## src/rbd_pkg.sv

```systemverilog
package rbd_pkg;

   localparam int DEFAULT_DEPTH      = 16;
   localparam int DEFAULT_DATA_WIDTH = 32;

   localparam logic KIND_PUSH = 1'b0;
   localparam logic KIND_POP  = 1'b1;

   localparam logic END_FIRST  = 1'b0;
   localparam logic END_SECOND = 1'b1;

   localparam logic [1:0] STATUS_DONE  = 2'd0;
   localparam logic [1:0] STATUS_FULL  = 2'd1;
   localparam logic [1:0] STATUS_EMPTY = 2'd2;

   typedef struct packed {
      logic               kind;
      logic               which_end;
      logic signed [31:0] item_value;
   } req_type;

   typedef struct packed {
      logic signed [31:0] popped_value;
      logic [1:0]         status;
      logic               is_empty;
      logic               is_full;
      logic [3:0]         item_count;
   } rsp_type;

   // One-hot shift command (all zero when nothing shifts) broadcast to every cell of the chain.
   typedef struct packed {
      logic push_first;
      logic pop_first;
      logic push_second;
      logic pop_second;
   } cmd_type;

endpackage

```

## src/ring_buffer_deque_top.sv

```systemverilog
// A request's response word is registered and appears in the cycle after acceptance.
// One request per cycle while the response side does not stall; every request updates
// the whole cell chain at once, and a second-end pop picks the last occupied cell
// by a one-hot select. Reset (synchronous, active high) empties the chain and clears
// the response valid; stored words are not cleared.
module ring_buffer_deque_top
   import rbd_pkg::*;
#(
   parameter int DEPTH      = DEFAULT_DEPTH,
   parameter int DATA_WIDTH = DEFAULT_DATA_WIDTH
) (
   input  logic    clock,
   input  logic    reset,
   input  logic    req_valid,
   output logic    req_stall,
   input  req_type req_data,
   output logic    rsp_valid,
   input  logic    rsp_stall,
   output rsp_type rsp_data
);

   // The queue holds at most DEPTH-1 words, one per cell. Cell zero is the
   // first end; occupied cells are packed from cell zero upward.
   localparam int CELLS = DEPTH - 1;
   localparam int CW    = $clog2(DEPTH);

   logic                  accept;
   logic                  queue_empty, queue_full;
   logic                  push_ok, pop_ok;
   logic [1:0]            status;
   cmd_type               cmd;
   logic [DATA_WIDTH-1:0] push_word;
   logic [DATA_WIDTH-1:0] tail_word;
   logic [DATA_WIDTH-1:0] pop_word;

   logic [CW-1:0]         count_ff, count_in;
   logic                  rsp_valid_ff, rsp_valid_in;
   rsp_type               rsp_data_ff, rsp_data_in;

   // valid_chain[CELLS] and data_chain[CELLS] stand for the empty slot past the end
   logic [CELLS:0]                 valid_chain;
   logic [CELLS:0][DATA_WIDTH-1:0] data_chain;

   logic [DATA_WIDTH+31:0] push_ext;
   logic [DATA_WIDTH+31:0] pop_ext;
   logic [CW+3:0]          count_ext;

   // Accept whenever the response register is free or being emptied this cycle.
   assign req_stall = rsp_valid_ff && rsp_stall;
   assign accept    = req_valid && !req_stall;

   assign queue_empty = (count_ff == '0);
   assign queue_full  = (count_ff == CW'(DEPTH - 1));

   // Fit the 32-bit request value into a stored word.
   assign push_ext  = {{DATA_WIDTH{1'b0}}, req_data.item_value};
   assign push_word = push_ext[DATA_WIDTH-1:0];

   assign push_ok = accept && (req_data.kind == KIND_PUSH) && !queue_full;
   assign pop_ok  = accept && (req_data.kind == KIND_POP) && !queue_empty;

   always_comb begin
      cmd.push_first  = push_ok && (req_data.which_end == END_FIRST);
      cmd.push_second = push_ok && (req_data.which_end == END_SECOND);
      cmd.pop_first   = pop_ok && (req_data.which_end == END_FIRST);
      cmd.pop_second  = pop_ok && (req_data.which_end == END_SECOND);
   end

   assign valid_chain[CELLS] = 1'b0;
   assign data_chain[CELLS]  = '0;

   for (genvar i = 0; i < CELLS; i++) begin : g_cell
      logic                  left_valid;
      logic [DATA_WIDTH-1:0] left_data;

      if (i == 0) begin : g_head
         // the head cell's left neighbor is the incoming word
         assign left_valid = 1'b1;
         assign left_data  = push_word;
      end else begin : g_body
         assign left_valid = valid_chain[i-1];
         assign left_data  = data_chain[i-1];
      end

      rbd_cell #(
         .DATA_WIDTH(DATA_WIDTH)
      ) u_cell (
         .clock      (clock),
         .reset      (reset),
         .cmd        (cmd),
         .push_data  (push_word),
         .left_valid (left_valid),
         .left_data  (left_data),
         .right_valid(valid_chain[i+1]),
         .right_data (data_chain[i+1]),
         .valid      (valid_chain[i]),
         .data       (data_chain[i])
      );
   end

   // Pick the last occupied cell: exactly one cell is valid with an empty right
   // neighbor whenever the queue holds anything.
   always_comb begin
      tail_word = '0;
      for (int i = 0; i < CELLS; i++) begin
         if (valid_chain[i] && !valid_chain[i+1]) begin
            tail_word = tail_word | data_chain[i];
         end
      end
   end

   always_comb begin
      pop_word = '0;
      if (pop_ok) begin
         pop_word = (req_data.which_end == END_FIRST) ? data_chain[0] : tail_word;
      end
   end

   assign pop_ext = {32'd0, pop_word};

   always_comb begin
      status = STATUS_DONE;
      if (req_data.kind == KIND_PUSH && queue_full) begin
         status = STATUS_FULL;
      end else if (req_data.kind == KIND_POP && queue_empty) begin
         status = STATUS_EMPTY;
      end
   end

   always_comb begin
      count_in = count_ff;
      if (push_ok) begin
         count_in = count_ff + 1'b1;
      end else if (pop_ok) begin
         count_in = count_ff - 1'b1;
      end
   end

   assign count_ext = {4'd0, count_in};

   always_comb begin
      rsp_data_in              = rsp_data_ff;
      rsp_valid_in             = rsp_valid_ff && rsp_stall;
      if (accept) begin
         rsp_valid_in             = 1'b1;
         rsp_data_in.popped_value = pop_ext[31:0];
         rsp_data_in.status       = status;
         rsp_data_in.is_empty     = (count_in == '0);
         rsp_data_in.is_full      = (count_in == CW'(DEPTH - 1));
         rsp_data_in.item_count   = count_ext[3:0];
      end
   end

   always_ff @(posedge clock) begin
      if (reset) begin
         count_ff     <= '0;
         rsp_valid_ff <= 1'b0;
      end else begin
         count_ff     <= count_in;
         rsp_valid_ff <= rsp_valid_in;
      end
      rsp_data_ff <= rsp_data_in;
   end

   assign rsp_valid = rsp_valid_ff;
   assign rsp_data  = rsp_data_ff;

endmodule

```

## src/rbd_cell.sv

```systemverilog
module rbd_cell
   import rbd_pkg::*;
#(
   parameter int DATA_WIDTH = DEFAULT_DATA_WIDTH
) (
   input  logic                  clock,
   input  logic                  reset,
   input  cmd_type               cmd,
   input  logic [DATA_WIDTH-1:0] push_data,
   input  logic                  left_valid,
   input  logic [DATA_WIDTH-1:0] left_data,
   input  logic                  right_valid,
   input  logic [DATA_WIDTH-1:0] right_data,
   output logic                  valid,
   output logic [DATA_WIDTH-1:0] data
);

   logic                  valid_ff, valid_in;
   logic [DATA_WIDTH-1:0] data_ff, data_in;

   always_comb begin
      valid_in = valid_ff;
      data_in  = data_ff;
      if (cmd.push_first) begin
         // shift toward the second end
         valid_in = left_valid;
         data_in  = left_data;
      end else if (cmd.pop_first) begin
         // shift toward the first end
         valid_in = right_valid;
         data_in  = right_data;
      end else if (cmd.push_second) begin
         // first free cell takes the new word
         if (!valid_ff && left_valid) begin
            valid_in = 1'b1;
            data_in  = push_data;
         end
      end else if (cmd.pop_second) begin
         // drop the last occupied cell
         if (valid_ff && !right_valid) begin
            valid_in = 1'b0;
         end
      end
   end

   always_ff @(posedge clock) begin
      if (reset) begin
         valid_ff <= 1'b0;
      end else begin
         valid_ff <= valid_in;
      end
      data_ff <= data_in;
   end

   assign valid = valid_ff;
   assign data  = data_ff;

endmodule

```

## config.mk

```make
export PLATFORM = sky130hd
export DESIGN_NAME = ring_buffer_deque_top
export DESIGN_NICKNAME = d
export VERILOG_FILES = /design/src/rbd_pkg.sv /design/src/ring_buffer_deque_top.sv /design/src/rbd_cell.sv
export SDC_FILE = /design/constraint.sdc
export NUM_CORES = 1
export LEC_CHECK = 0
export ABC_AREA = 0
export BUFFER_PORTS_ARGS = -buffer_cell sky130_fd_sc_hd__buf_2
export CORE_ASPECT_RATIO = 1.4
export CORE_MARGIN = 4
export CORE_UTILIZATION = 39
export CTS_CLUSTER_SIZE = 40
export DETAILED_ROUTE_END_ITERATION = 10
export SYNTH_ARGS = -nofsm -noshare
export SYNTH_HDL_FRONTEND = slang
export SYNTH_SLANG_ARGS = --single-unit
```

## constraint.sdc

```tcl
create_clock -name clock -period 5.15 [get_ports clock]
set_input_delay 0.515 -clock clock [delete_from_list [all_inputs] [get_ports clock]]
set_output_delay 0.515 -clock clock [all_outputs]
set_load 0.02 [all_outputs]
```

==> results of run 1 <==
layout make-up:
type	count	area share
inverters	10	0.00136
multi-input cells	1089	0.311
flip-flops and latches	540	0.561
clock inverters	34	0.0136
diodes	2	0.000175
repair buffers	124	0.0283
well taps	847	0.0371
clock buffers	63	0.0477
state kept, by name (all words and copies together) (netlist names):
register / cells
count_ff: 4
g_cell.u_cell.valid: 15
rsp_data: 40
rsp_valid: 1
g_cell.u_cell.data: 480
Yosys cell counts, types with 15 or more instances:
library cell	number	area, sq um
edfxtp_1	520	15600
a221o_1	416	4160
a22oi_1	201	1510
clkbuf_1	102	383
buf_2	68	340
nand2_1	64	240
nand3_1	56	280
nor2_1	50	188
buf_6	49	552
a21o_1	42	315
nand4_1	35	219
mux2_1	32	360
o21ai_1	28	140
and2_4	26	228
a222oi_1	24	240
o21ai_0	22	110
dfxtp_1	20	400
nor2b_1	15	93.8
report_power, final:
group          leakage, nW  internal (mW)  switching [mW]
Sequential            5.02           5.26           0.249
Clock                0.860           2.30            1.74
Combinational         3.68          0.501           0.893
through the flow:
stage / util / std cells / power (mW) / hold WS (ns)
after floorplan: - / 1861 / 6.49 / 0.489
after global placement: 0.407 / 2610 / 6.94 / 0.561
after detailed placement: 0.407 / 2610 / 6.96 / 0.569
after CTS: 0.434 / 2707 / 11.0 / 0.136
after global routing: 0.434 / 2707 / 11.3 / 0.197
final: 0.434 / 2709 / 10.9 / 0.156
layer usage:
layer / part of all wire / vias up / global-route usage
met5: 0.00039 / - / 0
met4: 0.048 / 4 / 0.0922
met3: 0.11 / 260 / 0.0405
met2: 0.46 / 1389 / 0.352
met1: 0.39 / 9775 / 0.309
li1: - / 7977 / -
cells by family after synthesis:
| family | count (synthesis) | share of synthesized area |
|---|---|---|
| buf+inv | 232 | 0.0509 |
| compound gates | 783 | 0.264 |
| flops | 540 | 0.616 |
| fa+ha+maj | 2 | 0.000962 |
| xor+xnor | 2 | 0.000673 |
| simple gates | 270 | 0.0545 |
| mux | 32 | 0.0138 |
path summary, 6_finish.rpt:
path / startpoint / endpoint
min reg2reg: g_cell[14].u_cell.data[23]$_DFFE_PP_ / g_cell[13].u_cell.data[23]$_DFFE_PP_
min: req_valid / rsp_valid$_SDFF_PP0_
max reg2reg: count_ff[1]$_SDFF_PP0_ / g_cell[0].u_cell.data[12]$_DFFE_PP_
max: count_ff[1]$_SDFF_PP0_ / g_cell[0].u_cell.data[12]$_DFFE_PP_
worst register-to-register path: cells and delay by family, from the launching register on:
kind	cells	cell delay [ns]
adder cells (fa/ha/maj)	1	0.22
buffers and inverters	2	0.65
flip-flops	1	0.44
multiplexers	1	0.39
AND/OR/NAND/NOR	3	1.65
==> run_results.csv, run 1 <==
group,metric,value,unit
synthesis,post_synth_top_flop,"edfxtp_1",
timing,max-slew-margin-rel,0.143,
final_layout,design_area,0.0286,sq mm
synthesis,synth.yosys.seq_area_share,0.616,
timing,finalCriticalPeriod,3.60,ns
final_layout,regArea,0.0160,sq mm
clock_tree,clkLatencyLatePin,0.61,ns
final_layout,finalNetCount,1857,
timing,postLayoutSetupSlackWorst,1.55,ns
drt,via_count,19405,
drt,drt_iter0_drc,2996,
clock_tree,tritoncts,"yes",
clock_tree,cts_buffer_depth,3,
synthesis,asyncSetResetFlopFracSynth,0,
timing,final-hold-violation-count,0,
place,hpwl,42.7,mm
power_and_ir_drop,vdd.ir_drop.worst,0.237,mV
global_routing,pin_count_of_the_biggest_net_entering_global_routing,267,
clock_tree,tritoncts_num_sinks,540,
synthesis,synth_enable_flop_cells,520,
global_routing,grt_pass1_vias,18461,
drt,detail_route.wl_per_cell,30.9,um
timing,worst-slew-pin-transition,1.29,ns
drt,totalWireLength,83.7,mm
floorplan,core_area,0.0658,sq mm
outcome,status,"completed",
hold_path,min_path_type,"primary input to register",
global_routing,overflow,0,
worst_setup_path,critical_path_stages,7,
floorplan,starting_density_of_the_core,0.395,
drt,route.detailed.vias_per_inst,7.16,
final_layout,final_cell_mix,"edfxtp_1 (520), a221o_1 (416), a22oi_1 (201), buf_2 (79), nand3_1 (55)",
clock_tree,post-cts-setup-buffer-count,0,
timing,rsz0062_at_grt,"false",
worst_setup_path,timing.critical_path.cells,"inv_1, ha_1, or3b_1, and2_1, and3_4, buf_4, mux2_1",
timing,max_freq,0.278,GHz
worst_setup_path,path_buf_inv,2,
worst_setup_path,reg2reg_slack,1.55,ns
worst_setup_path,worst_ep_required,5.49,ns
worst_setup_path,worst_path_dominant_cell_family,"simple AND/OR/NAND/NOR gates",
global_routing,grt_pass1_wl,122,mm
worst_setup_path,critical_path_peak_fanout,80,
floorplan,floorplan.die_area,0.0710,sq mm
hold_path,min_path_cells,3,
synthesis,ys_seq_elements,540,
floorplan,core.rowCount,111,
global_routing,grt_usage,0.224,
synthesis,netlist_instances,1861,
drt,first_pass_iters,7,
timing,finalClockSkew,0.0279,ns
run,timing.max_cap.violations,0,
place,dp_worst_setup_slack,1.56,ns
worst_setup_path,timing.critical_path.slowest_cell_delay,0.87,ns
clock_tree,cts.clk_slew.worst_paths,0.07,ns
synthesis,yosysWarningCount,0,
place,dpl-instance-area,0.0268,sq mm
drt,antenna_violating_nets_post_route,0,
clock_tree,cts_hold_buf,0,
final_layout,filler_cell_count,5936,
power_and_ir_drop,static_leakage,9.56,nW
timing,finalSetupViolCount,0,
place,place_congestion,0.809,
clock_tree,cts_inserted_buffers,52,
clock_tree,cts_root_buffer,"clkbuf_16",
worst_setup_path,path_class,"register to register",
worst_setup_path,worst_setup_path_end_kind,"register",
clock_tree,htree_num_levels,2,
timing,setup_total_negative_slack,0,ns
synthesis,synth_fp_nets,1901,
timing,slew_viol_final,0,
final_layout,layout-area-overhead-vs-synth,9.77,%
worst_setup_path,crit_path_top_delay_cell,"and3_4",
place,buffer_ports.inserted,79,
floorplan,die_height,314,um
power_and_ir_drop,power_per_cell_area,383,mW/mm^2
floorplan,die_x,226,um
synthesis,syn_area,0.0260,sq mm
timing,post-route-period-util,0.698,
final_layout,mostFrequentLayoutCell,"edfxtp_1",
worst_setup_path,crit_arrival,3.94,ns
floorplan,number_of_i_o_pins,80,
final_layout,multi_input_area,0.00888,sq mm
drt,route.detailed.drc,0,
worst_setup_path,startpoint_type,"register",
synthesis,syn_avg_cell_area,14.0,sq um
global_routing,grt_antenna_before_repair,4,
worst_setup_path,r2r.worst_path.cells,7,
synthesis,synth_cell_types,47,
clock_tree,post_cts.resized_instances,0,
final_layout,fraction_of_final_layout_cells_with_drive_strength_greater_than_1,0.144,
Power figures use the tool's default switching activity.
==> run 2: changes to the inputs <==
==> constraint.sdc (replaced) <==
create_clock -name clock -period 2.9 [get_ports clock]
set_input_delay 0.29 -clock clock [delete_from_list [all_inputs] [get_ports clock]]
set_output_delay 0.29 -clock clock [all_outputs]
set_load 0.02 [all_outputs]
==> run 2 against run 1 <==
Against the previous run:
- cell area is 3.5% higher
- fmax is 31% higher
- critical path depth stayed put
- register-to-register slack worse by 1.4 ns
- die area stayed put
- via count is 1.1% higher
- largest cell class unchanged
==> run_results.csv, run 2 (synthesis results as in run 1) <==
group,metric,value,unit
worst_setup_path,reg2reg_slack,0.15,ns
timing,finalSetupViolCount,0,
drt,drt_iter0_drc,2906,
floorplan,core_area,0.0658,sq mm
floorplan,die_x,226,um
final_layout,largest_reg_flops,480,
final_layout,fraction_of_final_layout_cells_with_drive_strength_greater_than_1,0.168,
worst_setup_path,timing.critical_path.slowest_cell_delay,0.64,ns
final_layout,layout-area-overhead-vs-synth,13.7,%
timing,max-slew-margin-rel,0.386,
floorplan,floorplan.die_area,0.0710,sq mm
clock_tree,cts_inserted_buffers,50,
place,dp_worst_setup_slack,0.179,ns
clock_tree,cts.clk_slew.worst_paths,0.06,ns
floorplan,core.rowCount,111,
clock_tree,post_cts.resized_instances,0,
global_routing,overflow,0,
run,timing.max_cap.violations,0,
hold_path,worst_hold_startpoint,"req_data[6]",
hold_path,min_path_type,"primary input to register",
hold_path,worstHoldEndpoint,"g_cell[0].u_cell.data[6]$_DFFE_PP_",
power_and_ir_drop,static_leakage,10.0,nW
clock_tree,cts_buffer_depth,3,
drt,totalWireLength,85.0,mm
timing,finalClockSkew,0.0146,ns
clock_tree,cts_root_buffer,"clkbuf_16",
outcome,status,"completed",
power_and_ir_drop,vdd.ir_drop.worst,0.431,mV
timing,finalCriticalPeriod,2.75,ns
worst_setup_path,worst_ep_required,3.23,ns
worst_setup_path,crit_path_top_delay_cell,"or4_4",
timing,post-route-period-util,0.949,
global_routing,grt_pass1_wl,125,mm
place,buffer_ports.inserted,79,
clock_tree,post-cts-setup-buffer-count,0,
worst_setup_path,worst_path_dominant_cell_family,"simple AND/OR/NAND/NOR gates",
place,place_congestion,0.830,
floorplan,number_of_i_o_pins,80,
timing,postLayoutSetupSlackWorst,0.148,ns
drt,via_count,19618,
place,hpwl,48.0,mm
floorplan,die_height,314,um
worst_setup_path,r2r-start,"count_ff[0]$_SDFF_PP0_",
timing,worst-slew-pin-transition,0.919,ns
worst_setup_path,critical_path_peak_fanout,15,
final_layout,final_cells,2784,
timing,rsz0062_at_grt,"false",
global_routing,grt_pass1_vias,18721,
power_and_ir_drop,power_per_cell_area,653,mW/mm^2
clock_tree,clkLatencyLatePin,0.59,ns
worst_setup_path,reg_to_reg_critical_path_endpoint,"g_cell[5].u_cell.data[1]$_DFFE_PP_",
hold_path,min_path_cells,2,
worst_setup_path,r2r.worst_path.cells,7,
final_layout,post-route-util,0.449,
clock_tree,tritoncts,"yes",
drt,route.detailed.drc,0,
worst_setup_path,worst_setup_path_end_kind,"register",
drt,route.detailed.vias_per_inst,7.05,
clock_tree,htree_num_levels,2,
worst_setup_path,path_buf_inv,2,
timing,fin_hold_ws,0.0282,ns
place,numPlacedInstances,2673,
clock_tree,tritoncts_num_sinks,540,
timing,final-hold-violation-count,0,
timing,max_freq,0.363,GHz
final_layout,filler_cell_count,5886,
worst_setup_path,timing.critical_path.cells,"inv_1, ha_1, and4bb_2, or4_4, buf_4, and2_4, a221o_1",
worst_setup_path,path_class,"register to register",
drt,first_pass_iters,9,
global_routing,grt_usage,0.230,
final_layout,mostFrequentLayoutCell,"edfxtp_1",
drt,detail_route.wl_per_cell,30.5,um
timing,slew_viol_final,0,
worst_setup_path,crit_arrival,3.08,ns
final_layout,finalNetCount,1934,
floorplan,starting_density_of_the_core,0.395,
drt,antenna_violating_nets_post_route,0,
timing,setup_total_negative_slack,0,ns
global_routing,grt_antenna_before_repair,1,
final_layout,final_cell_mix,"edfxtp_1 (520), a221o_1 (416), a22oi_1 (201), buf_2 (79), buf_4 (62)",
global_routing,pin_count_of_the_biggest_net_entering_global_routing,118,
worst_setup_path,startpoint_type,"register",
clock_tree,cts_hold_buf,16,
run 2: cell count changes in the layout (fill, tap and decap cells not counted), sizes merged:
cell,previous run,this run
buf,124,187
bufinv,8,5
clkbuf,63,69
clkinv,24,19
clkinvlp,1,2
diode,2,1
dlygate4sd3,0,16
inv,11,9
run 2: layout make-up:
cell class / count / area (sq um) / share of cell area
diodes: 1 / 2.50 / 0.0000846
multi-input cells: 1089 / 8870 / 0.300
flip-flops and latches: 540 / 16000 / 0.542
clock buffers: 69 / 1400 / 0.0472
well taps: 847 / 1060 / 0.0358
repair buffers: 203 / 1940 / 0.0657
inverters: 10 / 38.8 / 0.00131
clock inverters: 25 / 244 / 0.00825
run 2: how the worst max path moves through the flow:
| stage | start | depth (start not counted) | to | slack, ns |
|---|---|---|---|---|
| final | count_ff[0]$_SDFF_PP0_ | 7 | g_cell[5].u_cell.data[1]$_DFFE_PP_ | 0.15 |
| after global routing | count_ff[0]$_SDFF_PP0_ | 7 | g_cell[0].u_cell.data[28]$_DFFE_PP_ | 0.08 |
| after CTS | count_ff[0]$_SDFF_PP0_ | 7 | g_cell[5].u_cell.data[1]$_DFFE_PP_ | 0.18 |
| after detailed placement | count_ff[0]$_SDFF_PP0_ | 7 | g_cell[5].u_cell.data[1]$_DFFE_PP_ | 0.18 |
| after global placement | count_ff[0]$_SDFF_PP0_ | 7 | g_cell[6].u_cell.data[6]$_DFFE_PP_ | 0.24 |
| after floorplan | count_ff[0]$_SDFF_PP0_ | 4 | g_cell[1].u_cell.data[0]$_DFFE_PP_ | 0.02 |
run 2: layer usage:
metal,vias up,track usage,part of all wire
li1,8141,-,-
met1,9907,0.320,0.39
met2,1360,0.364,0.46
met3,210,0.0439,0.11
met4,0,0.0789,0.036
met5,-,0,0
run 2: through the flow:
step	area (sq um)	power (mW)
global placement	27800	12.5
global route	29600	20.0
finish	29600	19.3
CTS	29600	19.4
floorplan	26100	11.5
detailed placement	27800	12.6
run 2: power breakdown:
group          leakage [nW]  switching (mW)  internal, mW
sequential             5.02           0.435          9.34
combinational          4.21            1.65          1.07
clock                 0.798            2.99          3.81
